File: config.mk
export PLATFORM = sky130hd
export DESIGN_NAME = camera_frame_deframer
export DESIGN_NICKNAME = d
export VERILOG_FILES = /design/src/hw/rtl/cfd_pkg.sv /design/src/hw/rtl/cfd_core.sv /design/src/hw/rtl/camera_frame_deframer.sv
export SDC_FILE = /design/constraint.sdc
export NUM_CORES = 1
export LEC_CHECK = 0
export ABC_AREA = 1
export BUFFER_PORTS_ARGS = -buffer_cell sky130_fd_sc_hd__buf_2
export CORE_ASPECT_RATIO = 0.75
export CORE_MARGIN = 1
export CORE_UTILIZATION = 45
export CTS_CLUSTER_SIZE = 28
export DETAILED_ROUTE_END_ITERATION = 10
export SLEW_MARGIN = 20
export SYNTH_ARGS = -nofsm -noshare
export SYNTH_HDL_FRONTEND = slang
export SYNTH_HIERARCHICAL = 1
export SYNTH_SLANG_ARGS = --single-unit
export TNS_END_PERCENT = 30
File: constraint.sdc
create_clock -name clk -period 10.1 [get_ports clk]
set_input_delay 0.505 -clock clk [delete_from_list [all_inputs] [get_ports clk]]
set_output_delay 0.505 -clock clk [all_outputs]
set_load 0.03 [all_outputs]
File: src/hw/rtl/cfd_pkg.sv
// Shared types, constants and helpers for the camera frame deframer.
// No dependencies; used by cfd_core and camera_frame_deframer.
`default_nettype none

package cfd_pkg;

    localparam int MAX_DIM   = 1024;
    localparam int DIM_W     = 11;
    localparam int POS_W     = 10;
    localparam int BYTE_W    = 8;
    localparam int PIX_W     = 16;
    localparam int SYNC_LEN  = 5;
    localparam int MATCH_W   = 3;
    localparam int CFG_IDX_W = 2;
    localparam int OUT_W     = 40;

    localparam logic [CFG_IDX_W-1:0] REG_FRAME_WIDTH  = 2'd0;
    localparam logic [CFG_IDX_W-1:0] REG_FRAME_HEIGHT = 2'd1;

    localparam logic [DIM_W-1:0] WIDTH_RESET  = 11'd160;
    localparam logic [DIM_W-1:0] HEIGHT_RESET = 11'd120;

    typedef struct packed {
        logic [PIX_W-1:0] value;
        logic [POS_W-1:0] col;
        logic [POS_W-1:0] row;
        logic             last;
    } pixel_t;

    typedef struct packed {
        logic loading;
        logic second_due;
    } core_status_t;

    // Sync word "START", one character per match position.
    function automatic logic [BYTE_W-1:0] sync_char(input logic [MATCH_W-1:0] pos);
        logic [BYTE_W-1:0] c;
        begin
            case (pos)
                3'd0:    c = 8'h53;
                3'd1:    c = 8'h54;
                3'd2:    c = 8'h41;
                3'd3:    c = 8'h52;
                3'd4:    c = 8'h54;
                default: c = 8'h00;
            endcase
            return c;
        end
    endfunction

    // Zero acts as one, anything above the maximum acts as the maximum.
    function automatic logic [DIM_W-1:0] eff_dim(input logic [DIM_W-1:0] v);
        logic [DIM_W-1:0] d;
        begin
            if (v == '0)
                d = DIM_W'(1);
            else if (v > DIM_W'(MAX_DIM))
                d = DIM_W'(MAX_DIM);
            else
                d = v;
            return d;
        end
    endfunction

endpackage

`default_nettype wire

File: src/hw/rtl/cfd_core.sv
// Sync hunt and pixel assembly state for the camera frame deframer.
// Depends on cfd_pkg for types, the sync word and dimension clamping.
`default_nettype none

module cfd_core (
    input  wire logic                       clk,
    input  wire logic                       rst_n,
    input  wire logic                       accept,
    input  wire logic [cfd_pkg::BYTE_W-1:0] rx_byte,
    input  wire logic [cfd_pkg::DIM_W-1:0]  frame_width,
    input  wire logic [cfd_pkg::DIM_W-1:0]  frame_height,
    output logic                            pix_valid,
    output cfd_pkg::pixel_t                 pixel,
    output cfd_pkg::core_status_t           status
);

    logic                         loading_reg, loading_next;
    logic [cfd_pkg::MATCH_W-1:0]  match_reg, match_next;
    logic [cfd_pkg::BYTE_W-1:0]   high_reg, high_next;
    logic                         second_reg, second_next;
    logic [cfd_pkg::POS_W-1:0]    col_reg, col_next;
    logic [cfd_pkg::POS_W-1:0]    row_reg, row_next;

    logic [cfd_pkg::DIM_W-1:0]    w_eff, h_eff;
    logic [cfd_pkg::DIM_W-1:0]    col_inc, row_inc;
    logic [cfd_pkg::MATCH_W-1:0]  match_inc;
    logic                         row_end, last;

    assign w_eff     = cfd_pkg::eff_dim(frame_width);
    assign h_eff     = cfd_pkg::eff_dim(frame_height);
    assign col_inc   = {1'b0, col_reg} + cfd_pkg::DIM_W'(1);
    assign row_inc   = {1'b0, row_reg} + cfd_pkg::DIM_W'(1);
    assign row_end   = col_inc >= w_eff;
    assign last      = row_end && (row_inc >= h_eff);
    assign match_inc = match_reg + cfd_pkg::MATCH_W'(1);

    assign pix_valid   = loading_reg && second_reg;
    assign pixel.value = {high_reg, rx_byte};
    assign pixel.col   = col_reg;
    assign pixel.row   = row_reg;
    assign pixel.last  = last;

    assign status.loading    = loading_reg;
    assign status.second_due = second_reg;

    always_comb
    begin
        loading_next = loading_reg;
        match_next   = match_reg;
        high_next    = high_reg;
        second_next  = second_reg;
        col_next     = col_reg;
        row_next     = row_reg;
        if (accept)
        begin
            if (!loading_reg)
            begin
                if (rx_byte == cfd_pkg::sync_char(match_reg))
                    match_next = match_inc;
                else if (rx_byte == cfd_pkg::sync_char('0))
                    match_next = cfd_pkg::MATCH_W'(1);
                else
                    match_next = '0;
                // full sync word seen: start a fresh frame
                if (match_next == cfd_pkg::MATCH_W'(cfd_pkg::SYNC_LEN))
                begin
                    match_next   = '0;
                    loading_next = 1'b1;
                    second_next  = 1'b0;
                    col_next     = '0;
                    row_next     = '0;
                end
            end
            else if (!second_reg)
            begin
                high_next   = rx_byte;
                second_next = 1'b1;
            end
            else
            begin
                second_next = 1'b0;
                if (last)
                begin
                    loading_next = 1'b0;
                    col_next     = '0;
                    row_next     = '0;
                end
                else if (row_end)
                begin
                    col_next = '0;
                    row_next = row_inc[cfd_pkg::POS_W-1:0];
                end
                else
                begin
                    col_next = col_inc[cfd_pkg::POS_W-1:0];
                end
            end
        end
    end

    always_ff @(posedge clk or negedge rst_n)
    begin
        if (!rst_n)
        begin
            loading_reg <= 1'b0;
            match_reg   <= '0;
            high_reg    <= '0;
            second_reg  <= 1'b0;
            col_reg     <= '0;
            row_reg     <= '0;
        end
        else
        begin
            loading_reg <= loading_next;
            match_reg   <= match_next;
            high_reg    <= high_next;
            second_reg  <= second_next;
            col_reg     <= col_next;
            row_reg     <= row_next;
        end
    end

endmodule

`default_nettype wire

File: src/hw/rtl/camera_frame_deframer.sv
// Top level of the camera frame deframer: config registers, stream ports, result register.
// Depends on cfd_pkg and cfd_core.
`default_nettype none

// Takes one byte per request from a serial camera link, hunts for the sync
// word "START", then assembles frame_width x frame_height RGB565 pixels (high
// byte first, row order) and emits one result per pixel with its column and
// row; tlast marks the frame's last pixel, after which hunting resumes. One
// byte is taken every cycle: the core state updates in the cycle a byte is
// accepted, and the single result register accepts a new pixel in the same
// cycle the previous one is taken, so a byte is stalled only while an
// unclaimed result is held. Dimension registers of 0 act as 1, above 1024 as
// 1024; write them only while the block is idle.

module camera_frame_deframer (
    input  wire logic                          clk,
    input  wire logic                          rst_n,
    input  wire logic                          cfg_we,
    input  wire logic [cfd_pkg::CFG_IDX_W-1:0] cfg_index,
    input  wire logic [cfd_pkg::DIM_W-1:0]     cfg_data,
    input  wire logic                          s_tvalid,
    output logic                               s_tready,
    input  wire logic [7:0]                    s_tdata,  // [7:0] rx_byte
    output logic                               m_tvalid,
    input  wire logic                          m_tready,
    // [15:0] pixel_value, [25:16] pixel_col, [35:26] pixel_row, [39:36] zero
    output logic [cfd_pkg::OUT_W-1:0]          m_tdata,
    output logic                               m_tlast   // frame_last
);

    logic [cfd_pkg::DIM_W-1:0] width_reg, height_reg;
    logic                      out_valid_reg;
    cfd_pkg::pixel_t           out_reg;

    logic                      in_acc;
    logic                      pix_valid;
    cfd_pkg::pixel_t           pixel;
    cfd_pkg::core_status_t     status;

    assign s_tready = !out_valid_reg || m_tready;
    assign in_acc   = s_tvalid && s_tready;

    always_ff @(posedge clk or negedge rst_n)
    begin
        if (!rst_n)
        begin
            width_reg  <= cfd_pkg::WIDTH_RESET;
            height_reg <= cfd_pkg::HEIGHT_RESET;
        end
        else if (cfg_we)
        begin
            unique case (cfg_index)
                cfd_pkg::REG_FRAME_WIDTH:  width_reg  <= cfg_data;
                cfd_pkg::REG_FRAME_HEIGHT: height_reg <= cfg_data;
                default: ;
            endcase
        end
    end

    cfd_core u_core (
        .clk          (clk),
        .rst_n        (rst_n),
        .accept       (in_acc),
        .rx_byte      (s_tdata),
        .frame_width  (width_reg),
        .frame_height (height_reg),
        .pix_valid    (pix_valid),
        .pixel        (pixel),
        .status       (status)
    );

    always_ff @(posedge clk or negedge rst_n)
    begin
        if (!rst_n)
            out_valid_reg <= 1'b0;
        else if (in_acc && pix_valid)
            out_valid_reg <= 1'b1;
        else if (m_tready)
            out_valid_reg <= 1'b0;
    end

    // hold the result until taken; load a new one when a pixel completes
    always_ff @(posedge clk)
    begin
        if (in_acc && pix_valid)
            out_reg <= pixel;
    end

    assign m_tvalid = out_valid_reg;
    assign m_tdata  = {4'b0, out_reg.row, out_reg.col, out_reg.value};
    assign m_tlast  = out_reg.last;

    // a completed pixel always lands in the result register
    a_pixel_lands: assert property (@(posedge clk) disable iff (!rst_n)
        in_acc && pix_valid |=> m_tvalid && (m_tlast == $past(pixel.last)))
        else $error("completed pixel not presented");

    // the final pixel of a frame drops back to hunting
    a_last_hunts: assert property (@(posedge clk) disable iff (!rst_n)
        in_acc && pix_valid && pixel.last |=> !status.loading)
        else $error("no return to hunting after last pixel");

    // a new result never overwrites one that is still waiting
    a_no_overwrite: assert property (@(posedge clk) disable iff (!rst_n)
        m_tvalid && !m_tready |=> m_tvalid && $stable(m_tdata) && $stable(m_tlast))
        else $error("pending result overwritten");

endmodule

`default_nettype wire
# ---- After elaboration in Yosys (flattened, before gate mapping)
# Cells that the tools add are included.
dict set report word_totals {
  register_bits 93
  input_bits 26
  output_inout_bits 43
  elab_cells 82
}
dict set report op_classes {
  addsub 3
  magnitude_cmp 4
  n_eq_ne 10
  n_mux 30
  bitwise 2
  reduce_logical 20
}
# operator n
set ops {}
lappend ops {{two-way mux 10 bit} 9}
lappend ops {{two-way mux 11 bit} 4}
lappend ops {{case mux 7 bit (4 select lines)} 1}
lappend ops {{adder 10 x 1 -> 11 bit, second input constant} 2}
lappend ops {{greater-or-equal comparator 11 bit} 2}
lappend ops {{greater-than comparator 11 bit, second input constant} 2}
lappend ops {{logical NOT 11 bit} 2}
lappend ops {{two-way mux 8 bit} 2}
lappend ops {{two-way mux 3 bit} 4}
lappend ops {{two-way mux 1 bit} 10}
lappend ops {{equality test 8 x 7 -> 1 bit, second input constant} 1}
lappend ops {{equality test 8 bit} 1}
lappend ops {{AND reduction 2 bit} 4}
lappend ops {{equality test 3 x 2 -> 1 bit, second input constant} 2}
lappend ops {{equality test 3 bit, second input constant} 2}
lappend ops {{AND reduction 3 bit} 2}
lappend ops {{logical AND 1 bit} 4}
lappend ops {{AND reduction 4 bit} 1}
lappend ops {{nonzero test 2 bit} 2}
lappend ops {{adder 3 x 1 -> 3 bit, second input constant} 1}
lappend ops {{equality test 3 x 1 -> 1 bit, second input constant} 1}
lappend ops {{logical NOT 3 bit} 1}
lappend ops {{!= test 3 bit, second input constant} 1}
lappend ops {{equality test 2 x 1 -> 1 bit, second input constant} 1}
lappend ops {{other kinds (6)} 7}

# ---- Logic depth before layout (Yosys ltp)
dict set report depth {
  depth_word 12
  mapped_depth 18
  depth_no_buf 17
}

# ---- Modules after synthesis
# The synthesis kept the hierarchy.
# module n_inst cells_per_inst area_each_um2 seq_area_each_um2
set modules_own_cells {}
lappend modules_own_cells {cfd_core 1 442 3024.2 825.8}
lappend modules_own_cells {camera_frame_deframer 1 150 2108.3 1694.1}

# ---- Least setup slack after synthesis
# Ideal clock, no wire load.
dict set report synth_timing {
  path_kind {reg2reg}
  startpoint {reg u_core.loading_reg}
  endpoint {reg out_reg, in the netlist m_tdata[0] (enable)}
  setup_time_ps 477
  t_arrival_ps 3452
  required_time_ps 9623
  slack_ps 6171
  path_stages_with_launch 6
  path_buffers 1
  period_less_slack_ps 3929
  path_cell_list {dfrtp_1 clkbuf_1 nand2_1 inv_1 inv_1 nor3_1}
}
dict set report synth_via {
  elab_chain_len 2
}
# item line_no
set synth_rtl {}
lappend synth_rtl {{start, declared} cfd_core.sv:17} ;# logic loading_reg, loading_next;
lappend synth_rtl {{start signal, assigned} cfd_core.sv:114} ;# loading_reg <= loading_next;
lappend synth_rtl {{logical AND 1 bit} cfd_core.sv:37} ;# assign pix_valid = loading_reg && second_reg;
lappend synth_rtl {{named net pix_valid} camera_frame_deframer.sv:36} ;# logic pix_valid;
lappend synth_rtl {{logical AND 1 bit} camera_frame_deframer.sv:85} ;# if (in_acc && pix_valid)
lappend synth_rtl {{end signal, assigned} camera_frame_deframer.sv:86} ;# out_reg <= pixel;
lappend synth_rtl {{end, declared} camera_frame_deframer.sv:33} ;# cfd_pkg::pixel_t out_reg;
# The timed path passes the listed nets, and every way through them passes these cells.
# A chain may end at the register's enable or synchronous reset.

# ---- Worst setup path after layout
dict set report layout_timing {
  startpoint {reg u_core/col_reg[0] (netlist name)}
  endpoint {reg u_core/row_reg[7] (netlist name)}
}
dict set report layout_via {
  elab_chain_len 6
  word_cells_on_any_way 8
  classes_between {add/sub (1); order compare (1); eq/ne (1); mux (3); reduce/logical (2)}
}
# item line_no
set layout_rtl {}
lappend layout_rtl {{start, declared} cfd_core.sv:21} ;# logic [cfd_pkg::POS_W-1:0] col_reg, col_next;
lappend layout_rtl {{start signal, assigned} cfd_core.sv:118} ;# col_reg <= col_next;
lappend layout_rtl {{adder 10 x 1 -> 11 bit *} cfd_core.sv:31} ;# assign col_inc = {1'b0, col_reg} + cfd_pkg::DIM_W'(1);
lappend layout_rtl {{greater-or-equal comparator 11 bit *} cfd_core.sv:33} ;# assign row_end = col_inc >= w_eff;
lappend layout_rtl {{logical AND 1 bit} cfd_core.sv:34} ;# assign last = row_end && (row_inc >= h_eff);
lappend layout_rtl {{two-way mux 10 bit} cfd_core.sv:82} ;# if (last)
lappend layout_rtl {{two-way mux 10 bit} cfd_core.sv:74} ;# else if (!second_reg)
lappend layout_rtl {{two-way mux 10 bit} cfd_core.sv:56} ;# if (!loading_reg)
lappend layout_rtl {{end signal, assigned} cfd_core.sv:119} ;# row_reg <= row_next;
lappend layout_rtl {{end, declared} cfd_core.sv:22} ;# logic [cfd_pkg::POS_W-1:0] row_reg, row_next;
# Mark *: on every way between the ends. The rest lies on a longest branch, timed or not. The select of a mux whose other input is x is not followed.

==> run_results.csv <==
group,metric,value,unit
status,outcome,"finished clean",
worst_setup_path,critical_path.startpoint,"u_core/col_reg[0]",
clocking,root_buffer,"clkbuf_16",
worst_setup_path,worstPathCellList,"ha_1 > nand3_1 > nor3_1 > nand2_1 > xor2_1 > inv_1 > ha_1 > and3_1 > nand3b_1 > nand4_1 > nor2_1 > nor2_1 > nand3_4 > nand2_1 > nand2_1",
worst_setup_path,arrival,3910,ps
clocking,cts_buffer_depth,2,
clocking,cts.clk_slew.worst_paths,70,ps
worst_setup_path,cp-start-kind,"flop",
placed_design,place_hpwl,7.97,mm
sta,timing.fmax,271,MHz
clocking,cts_buffers,9,
floorplanning,chipWidth,125,µm
worst_setup_path,required,10330,ps
sta,finalSetupTns,0,ps
job,drv_cap,0,
sta,timing.slew.headroom,0.468,
sta,finalHoldViolations,0,
logic_synthesis,synth_warnings,6,
routing,drc,0,
global_routing,grt_usage,0.199,
clocking,tritoncts,"yes",
sta,whs,294,ps
worst_setup_path,crit_fanout,11,
logic_synthesis,synth_area_per_cell,8.67,µm²
clocking,postCtsSetupRepairBufs,0,
logic_synthesis,syn_area,5120,µm²
floorplanning,core.rowCount,33,
worst_setup_path,critPathCaptureType,"flop",
clocking,clock_sinks,93,
routing,ant_nets,0,
routing,drtIter0Drc,228,
routing,num_vias,3975,
routing,routed_via_density,5.06,
finish,final_nets,696,
floorplanning,dieArea,11800,µm²
global_routing,gr-total-overflow,0,
placed_design,place_congestion,0.822,
power_and_ir_drop,pwr_density_cell,181,nW/µm²
power_and_ir_drop,power.leakage,2.80,nW
worst_setup_path,cp_common_cell,"nand2_1",
worst_setup_path,critPathSlowestCell,"nor2_1",
worst_setup_path,reg2reg_depth,15,
hold_path,hold_path.class,"input pin to asynchronous set/reset pin",
clocking,cts.hold.buffers_added,0,
sta,min_period,3680,ps
sta,fin_skew,7.09,ps
sta,rsz0062_at_grt,"no",
floorplanning,io_pins,69,
global_routing,grt_start_max_net_pins,57,
routing,totalWireLength,10.8,mm
routing,drt_pass1_iterations,7,
finish,largest_reg_flops,36,
sta,worst_pin_slew,795,ps
finish,layout-drive-gt1-share,0.161,
worst_setup_path,crit_type,"flop to flop",
floorplanning,die_height,94.4,µm
floorplanning,core_area,11000,µm²
finish,antenna_cells,0,
sta,slew_viol_final,0,
power_and_ir_drop,total_power,1.04,mW
clocking,cts-htree-levels,3,
global_routing,grt_pass1_wl,18.5,mm
placed_design,port_buffers,64,
logic_synthesis,synthCells,590,
global_routing,antenna_found_initial,0,
clocking,clock_latency,340,ps
power_and_ir_drop,ir_drop,0.103,mV
floorplanning,start_util,0.466,
global_routing,grt_pass1_vias,3833,
worst_setup_path,worstReg2RegStart,"u_core/col_reg[0]",
sta,finalSetupViolations,0,
clocking,cts-resized-gates,0,
finish,syn_to_final_growth,12.7,%
routing,wl_per_cell,13.8,µm
worst_setup_path,critPathMaxStageDelay,620,ps
sta,min_period_over_period,0.365,
## power by group
| part | internal, mW | switching [mW] |
|---|---|---|
| logic | 0.0660 | 0.137 |
| clock network | 0.217 | 0.139 |
| registers | 0.447 | 0.0381 |
| total | 0.730 | 0.315 |
## routing by layer
| metal | routed length (µm) | GRT usage | part of all wire |
|---|---|---|---|
| met1 | 5640 | 0.278 | 0.52 |
| met2 | 4630 | 0.307 | 0.43 |
| met3 | 460 | 0.0431 | 0.042 |
| met4 | 99 | 0.0742 | 0.0091 |
| met5 | 0 | 0 | 0 |
## critical path: cells and delay by family (launching register included)
family | cells | cell delay (ps)
adder cells (fa/ha/maj) | 2 | 550
flip-flops | 1 | 490
XOR/XNOR | 1 | 190
buffers and inverters | 1 | 60
AND/OR/NAND/NOR | 11 | 2270
## layout by cell type (no fill, tap or decap), types with 5 or more instances in the layout
master     count
o21ai_0       14
ha_1          29
nand2_1      185
nor2_1        37
nor3_1         8
xor2_1         9
dfrtp_1       50
clkbuf_16      9
inv_1         57
nor4_1         5
buf_2         64
dfstp_2        6
a21oi_1       19
edfxtp_1      37
nand3_1       32
nand4_1       40
## per-stage QoR
| step | utilization | setup WS [ps] | cell area (µm²) | instances |
|---|---|---|---|---|
| after CTS | 0.525 | 6480 | 5770 | 786 |
| after floorplan | - | 6190 | 5130 | 593 |
| final | 0.525 | 6420 | 5770 | 786 |
| after detailed placement | 0.496 | 6490 | 5450 | 770 |
| after global routing | 0.525 | 5920 | 5770 | 786 |
| after global placement | 0.496 | 6780 | 5450 | 770 |
## final timing paths
kind	end	slack (ps)
setup / recovery	u_core/row_reg[7]	6420
min in group clk	m_tdata[0]	350
setup reg to reg	u_core/row_reg[7]	6420
hold reg to reg	m_tdata[11]	440
max in group asynchronous	u_core/row_reg[5]	9300
hold / removal	height_reg[0]	290
## layout make-up
class                   instances  area (µm²)
flip-flops and latches         93        2520
inverters                      60         225
clock buffers                  10         229
fillers                      1039        5220
clock inverters                 6        88.8
well taps                     140         175
multi-input cells             410        2190
repair buffers                 67         343
No activity file was read; power rests on OpenSTA's default activity.
